$ cat config.mk
export PLATFORM = sky130hd
export DESIGN_NAME = q15_cross_correlation
export DESIGN_NICKNAME = d
export VERILOG_FILES = /design/src/rtl/core/xcorr_pkg.sv /design/src/rtl/core/xcorr_ucode.sv /design/src/rtl/core/xcorr_datapath.sv /design/src/rtl/core/q15_cross_correlation.sv
export SDC_FILE = /design/constraint.sdc
export NUM_CORES = 2
export LEC_CHECK = 0
export ABC_AREA = 1
export BUFFER_PORTS_ARGS = -buffer_cell sky130_fd_sc_hd__buf_4
export CAP_MARGIN = 20
export CORE_MARGIN = 4
export CORE_UTILIZATION = 59
export DETAILED_ROUTE_END_ITERATION = 8
export HOLD_SLACK_MARGIN = 0.15
export PLACE_DENSITY = 0.84
export SKIP_LAST_GASP = 1
export SLEW_MARGIN = 15
export SYNTH_ARGS = -nofsm -noshare
export SYNTH_HDL_FRONTEND = slang
export SYNTH_SLANG_ARGS = --single-unit
$ cat constraint.sdc
create_clock -name clk -period 7.3 [get_ports clk]
set_input_delay 0 -clock clk [delete_from_list [all_inputs] [get_ports clk]]
set_output_delay 0 -clock clk [all_outputs]
set_load 0.01 [all_outputs]
$ cat src/rtl/core/xcorr_pkg.sv
// Shared types and constants for the Q15 cross-correlation block.
// Holds opcodes, register indexes, microcode word layout and step addresses.
// No dependencies.
`timescale 1ns / 1ps
`default_nettype none
package xcorr_pkg;

	localparam int LEN_W    = 6;
	localparam int SAMPLE_W = 16;
	localparam int DEST_W   = 6;
	localparam int ACC_W    = 32;
	localparam int OPC_W    = 2;
	localparam int CFG_IDX_W = 1;

	localparam logic [OPC_W-1:0] OP_LOAD_A = 2'd0;
	localparam logic [OPC_W-1:0] OP_LOAD_B = 2'd1;
	localparam logic [OPC_W-1:0] OP_START  = 2'd2;

	localparam logic [CFG_IDX_W-1:0] REG_LEN_A = 1'b0;
	localparam logic [CFG_IDX_W-1:0] REG_LEN_B = 1'b1;

	// microprogram step addresses
	localparam int PC_W = 4;
	localparam logic [PC_W-1:0] ST_IDLE  = 4'd0;
	localparam logic [PC_W-1:0] ST_INIT  = 4'd1;
	localparam logic [PC_W-1:0] ST_CLR   = 4'd2;
	localparam logic [PC_W-1:0] ST_TAP   = 4'd3;
	localparam logic [PC_W-1:0] ST_WAIT1 = 4'd4;
	localparam logic [PC_W-1:0] ST_WAIT2 = 4'd5;
	localparam logic [PC_W-1:0] ST_EMIT  = 4'd6;
	localparam logic [PC_W-1:0] ST_NEXT  = 4'd7;
	localparam logic [PC_W-1:0] ST_DONE  = 4'd8;

	// jump conditions
	localparam int JC_W = 3;
	localparam logic [JC_W-1:0] JC_NONE     = 3'd0;
	localparam logic [JC_W-1:0] JC_ALWAYS   = 3'd1;
	localparam logic [JC_W-1:0] JC_NO_START = 3'd2;
	localparam logic [JC_W-1:0] JC_TAP_MORE = 3'd3;
	localparam logic [JC_W-1:0] JC_OUT_BUSY = 3'd4;
	localparam logic [JC_W-1:0] JC_K_MORE   = 3'd5;

	// datapath actions of one step
	typedef struct packed {
		logic in_rdy;
		logic init;
		logic clr;
		logic tap;
		logic emit;
		logic done;
	} ctl_t;

	typedef struct packed {
		ctl_t            ctl;
		logic [JC_W-1:0] cond;
		logic [PC_W-1:0] target;
	} ucw_t;

	// datapath status for jump decisions
	typedef struct packed {
		logic start_req;
		logic tap_more;
		logic out_busy;
		logic k_more;
	} stat_t;

endpackage
`default_nettype wire

$ cat src/rtl/core/xcorr_ucode.sv
// Microcode sequencer: step counter, control-store ROM and jump logic.
// Depends on xcorr_pkg.
`timescale 1ns / 1ps
`default_nettype none
module xcorr_ucode
	import xcorr_pkg::*;
(
	input  wire   clk,
	input  wire   arst_n,
	input  stat_t stat,
	output ctl_t  ctl
);

	logic [PC_W-1:0] pc_q;
	ucw_t            word;
	logic            jump;

	function automatic ucw_t rom_word(input logic [PC_W-1:0] addr);
		ucw_t w;
		w = '0;
		unique case (addr)
			ST_IDLE: begin
				w.ctl.in_rdy = 1'b1;
				w.cond = JC_NO_START;
				w.target = ST_IDLE;
			end
			ST_INIT: begin
				w.ctl.init = 1'b1;
				w.cond = JC_NONE;
			end
			ST_CLR: begin
				w.ctl.clr = 1'b1;
				w.cond = JC_NONE;
			end
			ST_TAP: begin
				w.ctl.tap = 1'b1;
				w.cond = JC_TAP_MORE;
				w.target = ST_TAP;
			end
			ST_WAIT1: w.cond = JC_NONE;
			ST_WAIT2: w.cond = JC_NONE;
			ST_EMIT: begin
				w.ctl.emit = 1'b1;
				w.cond = JC_OUT_BUSY;
				w.target = ST_EMIT;
			end
			ST_NEXT: begin
				w.cond = JC_K_MORE;
				w.target = ST_CLR;
			end
			ST_DONE: begin
				w.ctl.done = 1'b1;
				w.cond = JC_ALWAYS;
				w.target = ST_IDLE;
			end
			default: begin
				w.cond = JC_ALWAYS;
				w.target = ST_IDLE;
			end
		endcase
		return w;
	endfunction

	assign word = rom_word(pc_q);
	assign ctl  = word.ctl;

	always_comb begin
		unique case (word.cond)
			JC_NONE:     jump = 1'b0;
			JC_ALWAYS:   jump = 1'b1;
			JC_NO_START: jump = !stat.start_req;
			JC_TAP_MORE: jump = stat.tap_more;
			JC_OUT_BUSY: jump = stat.out_busy;
			JC_K_MORE:   jump = stat.k_more;
			default:     jump = 1'b1;
		endcase
	end

	always_ff @(posedge clk or negedge arst_n) begin
		if (!arst_n) begin
			pc_q <= ST_IDLE;
		end else if (jump) begin
			pc_q <= word.target;
		end else begin
			pc_q <= pc_q + 1'b1;
		end
	end

endmodule
`default_nettype wire

$ cat src/rtl/core/xcorr_datapath.sv
// Datapath: length registers, sample memories, MAC pipeline, output register.
// Driven step by step by xcorr_ucode; depends on xcorr_pkg.
`timescale 1ns / 1ps
`default_nettype none
module xcorr_datapath
	import xcorr_pkg::*;
#(
	parameter int MAX_LEN = 32
) (
	input  wire                        clk,
	input  wire                        arst_n,
	input  ctl_t                       ctl,
	output stat_t                      stat,
	input  wire                        in_valid,
	input  wire  [OPC_W-1:0]           opcode,
	input  wire  signed [SAMPLE_W-1:0] sample,
	input  wire                        cfg_we,
	input  wire  [CFG_IDX_W-1:0]       cfg_index,
	input  wire  [LEN_W-1:0]           cfg_wdata,
	output logic                       out_valid,
	input  wire                        out_ready,
	output logic [DEST_W-1:0]          dest_index,
	output logic signed [SAMPLE_W-1:0] corr_value,
	output logic                       last
);

	localparam int AW = (MAX_LEN > 1) ? $clog2(MAX_LEN) : 1;
	localparam int LW = $clog2(MAX_LEN + 1);
	localparam int NW = $clog2(2 * MAX_LEN);
	localparam int PW = $clog2(3 * MAX_LEN);

	logic [LEN_W-1:0] len_a_q, len_b_q;
	logic [LW-1:0]    a_cnt_q, b_cnt_q;
	logic [LW-1:0]    la, lb;

	logic                a_longer_q;
	logic [LW-1:0]       ll_q;
	logic [AW-1:0]       lsm1_q;
	logic [NW-1:0]       n_q, k_q, dest_q;
	logic [AW-1:0]       t_q;

	logic signed [SAMPLE_W-1:0] a_mem [MAX_LEN];
	logic signed [SAMPLE_W-1:0] b_mem [MAX_LEN];

	logic [PW-1:0] pos, rel;
	logic          in_rng;
	logic [AW-1:0] addr_a, addr_b;

	logic                       v_s1, v_s2;
	logic signed [SAMPLE_W-1:0] a_s1, b_s1;
	logic signed [ACC_W-1:0]    mul_s2;
	logic [ACC_W-1:0]           acc_q;

	logic                       out_valid_q, last_q;
	logic [NW-1:0]              out_dest_q;
	logic signed [SAMPLE_W-1:0] out_corr_q;

	logic fire, emit_fire;
	logic signed [SAMPLE_W-1:0] sat_val;

	function automatic logic [LW-1:0] clamp_len(input logic [LEN_W-1:0] len);
		logic [LW-1:0] r;
		if (len == '0) begin
			r = LW'(1);
		end else if (len > LEN_W'(MAX_LEN)) begin
			r = LW'(MAX_LEN);
		end else begin
			r = len[LW-1:0];
		end
		return r;
	endfunction

	assign la = clamp_len(len_a_q);
	assign lb = clamp_len(len_b_q);

	assign fire      = in_valid && ctl.in_rdy;
	assign emit_fire = ctl.emit && !stat.out_busy;

	assign stat.start_req = in_valid && (opcode == OP_START);
	assign stat.tap_more  = (t_q != lsm1_q);
	assign stat.out_busy  = out_valid_q && !out_ready;
	assign stat.k_more    = (k_q != n_q);

	// configuration
	always_ff @(posedge clk or negedge arst_n) begin
		if (!arst_n) begin
			len_a_q <= LEN_W'(1);
			len_b_q <= LEN_W'(1);
		end else if (cfg_we) begin
			unique case (cfg_index)
				REG_LEN_A: len_a_q <= cfg_wdata;
				REG_LEN_B: len_b_q <= cfg_wdata;
				default: ;
			endcase
		end
	end

	// load counters; drop samples past the end of the store
	always_ff @(posedge clk or negedge arst_n) begin
		if (!arst_n) begin
			a_cnt_q <= '0;
			b_cnt_q <= '0;
		end else if (ctl.done) begin
			a_cnt_q <= '0;
			b_cnt_q <= '0;
		end else if (fire) begin
			if (opcode == OP_LOAD_A && a_cnt_q < LW'(MAX_LEN)) begin
				a_cnt_q <= a_cnt_q + 1'b1;
			end
			if (opcode == OP_LOAD_B && b_cnt_q < LW'(MAX_LEN)) begin
				b_cnt_q <= b_cnt_q + 1'b1;
			end
		end
	end

	// tap addressing: the shorter sequence slides along the zero-padded longer one
	assign pos    = PW'(k_q) + PW'(t_q);
	assign rel    = pos - PW'(lsm1_q);
	assign in_rng = (pos >= PW'(lsm1_q)) && (rel < PW'(ll_q));
	assign addr_a = a_longer_q ? rel[AW-1:0] : t_q;
	assign addr_b = a_longer_q ? t_q : rel[AW-1:0];

	always_ff @(posedge clk) begin
		if (fire && opcode == OP_LOAD_A && a_cnt_q < LW'(MAX_LEN)) begin
			a_mem[a_cnt_q[AW-1:0]] <= sample;
		end
		a_s1 <= a_mem[addr_a];
	end

	always_ff @(posedge clk) begin
		if (fire && opcode == OP_LOAD_B && b_cnt_q < LW'(MAX_LEN)) begin
			b_mem[b_cnt_q[AW-1:0]] <= sample;
		end
		b_s1 <= b_mem[addr_b];
	end

	// run setup and counters
	always_ff @(posedge clk) begin
		if (ctl.init) begin
			a_longer_q <= (la >= lb);
			if (la >= lb) begin
				ll_q   <= la;
				lsm1_q <= AW'(lb - 1'b1);
				dest_q <= NW'(la - lb);
			end else begin
				ll_q   <= lb;
				lsm1_q <= AW'(la - 1'b1);
				dest_q <= NW'(NW'(la) + NW'(lb) - NW'(2));
			end
			n_q <= NW'(NW'(la) + NW'(lb) - NW'(1));
			k_q <= '0;
		end else if (emit_fire) begin
			k_q    <= k_q + 1'b1;
			dest_q <= a_longer_q ? dest_q + 1'b1 : dest_q - 1'b1;
		end
		if (ctl.clr) begin
			t_q <= '0;
		end else if (ctl.tap) begin
			t_q <= t_q + 1'b1;
		end
	end

	// multiply-accumulate pipeline
	always_ff @(posedge clk or negedge arst_n) begin
		if (!arst_n) begin
			v_s1 <= 1'b0;
			v_s2 <= 1'b0;
		end else begin
			v_s1 <= ctl.tap && in_rng;
			v_s2 <= v_s1;
		end
	end

	always_ff @(posedge clk) begin
		mul_s2 <= a_s1 * b_s1;
		if (ctl.clr) begin
			acc_q <= '0;
		end else if (v_s2) begin
			acc_q <= acc_q + ACC_W'(mul_s2);
		end
	end

	// shift right by 15 and saturate: fits when bits 31 and 30 agree
	assign sat_val = (acc_q[ACC_W-1] != acc_q[ACC_W-2]) ?
		(acc_q[ACC_W-1] ? 16'sh8000 : 16'sh7FFF) : $signed(acc_q[30:15]);

	// output register
	always_ff @(posedge clk or negedge arst_n) begin
		if (!arst_n) begin
			out_valid_q <= 1'b0;
		end else if (emit_fire) begin
			out_valid_q <= 1'b1;
		end else if (out_ready) begin
			out_valid_q <= 1'b0;
		end
	end

	always_ff @(posedge clk) begin
		if (emit_fire) begin
			out_dest_q <= dest_q;
			out_corr_q <= sat_val;
			last_q     <= ((k_q + 1'b1) == n_q);
		end
	end

	assign out_valid  = out_valid_q;
	assign dest_index = DEST_W'(out_dest_q);
	assign corr_value = out_corr_q;
	assign last       = last_q;

endmodule
`default_nettype wire

$ cat src/rtl/core/q15_cross_correlation.sv
// Q15 cross-correlation: load A/B samples, then one start item emits len_a+len_b-1 items.
// A load item is taken in the idle step; a start item closes the input until the run ends
// and runs clear, taps over the shorter length, two wait steps and emit for each result.
// Throughput: one MAC per cycle in the tap step, set by the single MAC and sample memories.
// Reset (arst_n low, asynchronous): lengths return to 1, load counts and valids clear.
// Depends on xcorr_pkg, xcorr_ucode and xcorr_datapath.
`timescale 1ns / 1ps
`default_nettype none
module q15_cross_correlation
	import xcorr_pkg::*;
#(
	parameter int MAX_LEN = 32
) (
	input  wire                        clk,
	input  wire                        arst_n,
	// input items
	input  wire                        in_valid,
	output logic                       in_ready,
	input  wire  [OPC_W-1:0]           opcode,
	input  wire  signed [SAMPLE_W-1:0] sample,
	// result items
	output logic                       out_valid,
	input  wire                        out_ready,
	output logic [DEST_W-1:0]          dest_index,
	output logic signed [SAMPLE_W-1:0] corr_value,
	output logic                       last,
	// configuration writes
	input  wire                        cfg_we,
	input  wire  [CFG_IDX_W-1:0]       cfg_index,
	input  wire  [LEN_W-1:0]           cfg_wdata
);

	// The sequencer walks a nine-step program:
	//   idle   - accept items; loads write the stores, a start item jumps on
	//   init   - latch clamped lengths, pick the longer sequence, set first dest
	//   clear  - zero the accumulator and the tap counter
	//   tap    - issue one tap per cycle until the shorter length is used up;
	//            taps that fall on the zero padding are dropped
	//   wait x2 - drain the memory read stage and the multiplier stage
	//   emit   - hold until the output register is free, then load it
	//   next   - loop back to clear while results remain
	//   done   - clear load counts and return to idle
	// The output register lets the sequencer start the next result while the
	// previous one waits for out_ready.

	ctl_t  ctl;
	stat_t stat;

	xcorr_ucode u_ucode (
		.clk    (clk),
		.arst_n (arst_n),
		.stat   (stat),
		.ctl    (ctl)
	);

	xcorr_datapath #(
		.MAX_LEN (MAX_LEN)
	) u_datapath (
		.clk        (clk),
		.arst_n     (arst_n),
		.ctl        (ctl),
		.stat       (stat),
		.in_valid   (in_valid),
		.opcode     (opcode),
		.sample     (sample),
		.cfg_we     (cfg_we),
		.cfg_index  (cfg_index),
		.cfg_wdata  (cfg_wdata),
		.out_valid  (out_valid),
		.out_ready  (out_ready),
		.dest_index (dest_index),
		.corr_value (corr_value),
		.last       (last)
	);

	// accept items only in the idle step
	assign in_ready = ctl.in_rdy;

endmodule
`default_nettype wire

# Word-level counts from Yosys, hierarchy flattened
# Memories as Yosys holds them, arrays and structs flattened. A register that Yosys moved wholly into a read port is not among the register bits.
# Cells that the tools add are included.
# totals
reg_bits	153
mem_bits_rw	1024
word_cells	131
mem_count	2
# classes
add_sub_neg	16
mul	1
n_lt_le_gt_ge	7
eq_ne	18
mux	36
bitwise	1
n_reduce_logical	30
# memory_table
memory	depth	width	read_ports	rd_ports_with_merged_regs	wr	line_no	rtl
u_datapath.a_mem	32	16	1	1	1	xcorr_datapath.sv:42	logic signed [SAMPLE_W-1:0] a_mem [MAX_LEN];
u_datapath.b_mem	32	16	1	1	1	xcorr_datapath.sv:43	logic signed [SAMPLE_W-1:0] b_mem [MAX_LEN];
# ops
operator	n
6-bit 2-to-1 mux	15
32-bit adder	1
16-bit by 16-bit multiplier with 32-bit output	1
16-bit 2-to-1 mux	2
6-bit by 1-bit adder with 6-bit output, second input constant	4
4-bit by 3-bit == test with 1-bit output, second input constant	4
5-bit 2-to-1 mux	3
3-bit one-hot mux with 5 select lines	1
6-bit > comparator, second input constant	2
1-bit logical AND	12
6-bit logical NOT	2
6-bit < comparator, second input constant	2
1-bit 2-to-1 mux	12
6-bit by 1-bit subtractor with 6-bit output, second input constant	2
2-bit nonzero test	5
5-bit by 1-bit subtractor with 5-bit output, second input constant	2
3-bit one-hot mux with 3 select lines	1
4-bit by 2-bit == test with 1-bit output, second input constant	2
2-bit AND reduction	4
6-bit by 5-bit adder with 7-bit output	1
7-bit by 5-bit greater-or-equal comparator with 1-bit output	1
7-bit by 6-bit < comparator with 1-bit output	1
7-bit by 5-bit subtractor with 7-bit output	1
6-bit adder	1
other kinds (23)	27

# Depth between registers and ports, before layout
# logic_depth
word_depth	7
ltp_mapped	25

# Modules after synthesis
# From an unflattened synthesis, not the netlist that was laid out.
# unflattened
hier_cells	5985
area_unflattened_um2	61716.7
# modules_own_cells
module	n_inst	cells_per_inst	area_each_um2	seq_area_each_um2
xcorr_datapath	1	5930	61320.1	34981.0
xcorr_ucode	1	55	396.6	100.1

# Worst setup path before layout
# No wires, ideal clock.
# synth_timing
path_type	reg-to-reg
start	reg u_datapath.a_s1[15], read port of u_datapath.a_mem
end	reg u_datapath.mul_s2[31]
setup_time_ps	119
arrival_ps	5378
slack_ps	1803
path_stages_with_launch	22
synth_period_minus_slack_ps	5497
path_cell_list	dfxtp_1 clkbuf_1 nand2_1 inv_1 fa_1 fa_1 inv_1 fa_1 fa_1 fa_1 fa_1 inv_1 ha_1 nand2_1 nor3_1 nand2_1 nor3_1 nand2_1 o211ai_1 inv_1 nand2_1 nand2_1
# synth_via
elab_chain_cells	1
# synth_lines
element	line_no	rtl
from (decl)	xcorr_datapath.sv:50	logic signed [SAMPLE_W-1:0] a_s1, b_s1;
16-bit by 16-bit multiplier with 32-bit output	xcorr_datapath.sv:175	mul_s2 <= a_s1 * b_s1;
to (signal assigned)	xcorr_datapath.sv:175	
to (decl)	xcorr_datapath.sv:51	logic signed [ACC_W-1:0] mul_s2;
# Every way passes these cells.
# A chain may end at the register's enable or synchronous reset.

# Worst setup path in the final report
# Ends and elaborated chain as after synthesis.

==> results.toml <==
[drt]
wirelength_mm = 156
wire_per_inst_um = 21.1
drc_errors = 0
drtAntennaViolNets = 0
route.vias.total = 44200
viasPerCell = 5.99
drt-initial-drc-count = 6041
first_pass_iters = 8

[worst_setup_path]
crit_arrival_ps = 6850
criticalPathCategory = "register to register"
critPathLaunchType = "register"
path_buf_inv = 6
crit_slowest_cell = "fa_1"
worstPathRequired_ps = 7860
cp_top_family = "adder cells"
end_kind = "register"
cp_cell_sequence = "nand2_1 -> inv_1 -> fa_1 -> fa_1 -> inv_1 -> fa_1 -> inv_1 -> fa_1 -> inv_1 -> fa_1 -> fa_1 -> inv_1 -> ha_1 -> nand2_1 -> nor3_1 -> nand2_1 -> nor3_1 -> nand2_1 -> o211ai_1 -> inv_1 -> nand2_1 -> nand2_1"
path_max_fanout = 16
critPathMaxStageDelay_ps = 850

[sta]
drv_slew = 0
worst_slew_pin_slew_ps = 1130
fin_setup_tns_ps = 0
fin_crit_ps = 6290
finalClockSkew_ps = 107
hold_viol_final = 0
clock.fmax_ghz = 0.159
rsz0062_at_grt = "no"
maxSlewHeadroom_pct = 24.4
period_share_pct = 86.1
setup_viol = 0

[min_path]
hold_path.class = "input port to register"

[floorplanning]
initial_utilization_pct = 59.8
die_h_um = 330
rows = 117
core_um2 = 102000
io_pins = 55
dieWidth_um = 330
dieArea_um2 = 109000

[synthesis]
synth_warnings = 0
synthArstFlopShare_pct = 2.56
synth.distinct_cells = 46
synth_edf_count = 1071
syn_nets = 6362
synth-seq-cells = 1209
synth_area_leaders = "edfxtp_1, fa_1, nor2_1"
yosys.area.top_type = "edfxtp_1"
yosys.area.top_type_share_pct = 52.5
synth_ff_type = "edfxtp_1"
synth.avg_cell_area_um2 = 10.4
synth-seq-area-share_pct = 57.2
synth_area_um2 = 61300
syn_inst = 5902

[cts]
cts_max_level = 3
cts_tree = "built"
clkTransAtPathRegs_ps = 70
postCtsResizedCells = 0
clock_sinks = 1209
cts_hold_buffers = 42
clock-root-buffer = "clkbuf_16"
clock_latency_ps = 780
clk_path_buf_depth = 3
cts_setup_buffers = 0
cts_made_buffers = 117

[layout]
final_nets = 6359
fin_util_pct = 65.5
layout-drive-gt1-share_pct = 5.83
area_growth_pct = 9.47

[placed_design]
routabilityCongestion = 0.948
dp_hpwl_mm = 94.3
port_buffers = 54

[global_route]
antenna_found_initial = 1
grt_use_total_pct = 28.5
grt_pass1_wl_mm = 242
grt_pass1_vias = 44000
grt_max_degree = 204
grt_overflow = 0

[job]
cap_viol_max_count = 0

[status]
outcome = "complete, no violations"
## state kept, by name (all words and copies together), names as in the netlist, 6 cells and up
register / cells
u_datapath.corr_value: 16
u_datapath.n_q: 6
u_datapath.ll_q: 6
u_datapath.b_cnt_q: 6
u_datapath.b_mem: 512
u_datapath.acc_q: 32
u_datapath.a_mem: 512
u_datapath.dest_q: 6
u_datapath.mul_s2: 32
u_datapath.len_b_q: 6
u_datapath.dest_index: 6
u_datapath.b_s1: 16
u_datapath.len_a_q: 6
u_datapath.k_q: 6
u_datapath.a_cnt_q: 6
u_datapath.a_s1: 16
## layer usage
metal / wire length, um / track usage [%] / vias to the layer above
li1: - / - / 19700
met5: 0 / 0 / -
met1: 57300 / 37.7 / 21200
met2: 73700 / 46.3 / 2821
met3: 17500 / 5.28 / 454
met4: 7400 / 13.2 / 0
## cells in the final DEF, fill, tap and decap left out, types with 41 or more instances in the layout
cell | synthesis | final
a21oi_1 | 116 | 116
buf_4 | 9 | 125
clkbuf_16 | 0 | 117
dfxtp_1 | 107 | 107
dlygate4sd3_1 | 0 | 41
edfxtp_1 | 1071 | 1071
fa_1 | 268 | 268
ha_1 | 162 | 162
inv_1 | 676 | 676
nand2_1 | 844 | 844
nand3_1 | 331 | 331
nor2_1 | 967 | 947
o211ai_1 | 69 | 69
o21ai_0 | 631 | 629
o22ai_1 | 80 | 80
xor2_1 | 66 | 66
## worst register-to-register path, stage by stage, from the launching register on
cell and delay (ps):
dfxtp_1 730, nand2_1 220, inv_1 180, fa_1 540, fa_1 850, inv_1 170
fa_1 510, inv_1 50, fa_1 430, inv_1 90, fa_1 440, fa_1 490
inv_1 40, ha_1 350, nand2_1 110, nor3_1 260, nand2_1 110, nor3_1 150
nand2_1 80, o211ai_1 110, inv_1 60, nand2_1 60, nand2_1 50
## stage by stage
| stage | hold slack [ps] | area, um2 | cells | setup slack, ps |
|---|---|---|---|---|
| final | 337 | 67100 | 7370 | 1010 |
| after global routing | 352 | 67100 | 7368 | 629 |
| after CTS | 295 | 67000 | 7365 | 1070 |
| after detailed placement | 38.8 | 62900 | 7103 | 1230 |
| after global placement | 28.8 | 62900 | 7103 | 1370 |
| after floorplan | -296 | 61300 | 5902 | 1800 |
## area by class of cell
class,count,area (um2)
fillers,7161,35400
flip-flops and latches,1209,35100
multi-input cells,3715,22500
clock buffers,146,3060
inverters,683,2570
well taps,1368,1710
repair buffers,173,1500
clock inverters,74,668
diodes,2,5.00
## logic make-up after synthesis
logic type / count (synthesis) / synth area share (%)
adder cells (fa/ha/maj): 430 / 12.1
flip-flops: 1209 / 57.2
XOR/XNOR: 93 / 1.33
AO/OA/AOI/OAI: 968 / 8.51
AND/OR/NAND/NOR: 2224 / 14.6
buffers and inverters: 978 / 6.28
## synth_stat cells, types with 4 or more instances
library cell,number
buf_2,117
o21ai_1,36
nand2_1,844
nand3_1,331
xor2_1,66
fa_1,268
nor3_1,27
buf_1,11
o211ai_1,69
nor2_1,967
inv_2,7
o21ai_2,4
ha_1,162
o21bai_1,12
clkbuf_1,157
buf_4,9
inv_1,676
o21ai_0,631
or2_2,8
a21oi_1,116
a21o_1,6
nand4_1,30
nor4_1,5
xnor2_1,27
o22ai_1,80
a31oi_1,4
dfxtp_1,107
dfrtp_1,29
edfxtp_1,1071
## final timing paths
kind	start	to	slack (ps)	cells after the start
hold / removal	opcode[0]	u_datapath.b_cnt_q[1]	340	6
hold reg to reg	u_datapath.v_s1	u_datapath.v_s2	390	0
max in group asynchronous	arst_n	u_datapath.v_s2	6620	4
min in group asynchronous	arst_n	u_datapath.b_cnt_q[1]	390	4
setup / recovery	u_datapath.a_s1[15]	u_datapath.mul_s2[31]	1010	22
setup reg to reg	u_datapath.a_s1[15]	u_datapath.mul_s2[31]	1010	22
Power is left out: the tool's default activity adds up to more than one toggle a clock period on the data nets, which glitch-free logic cannot reach.
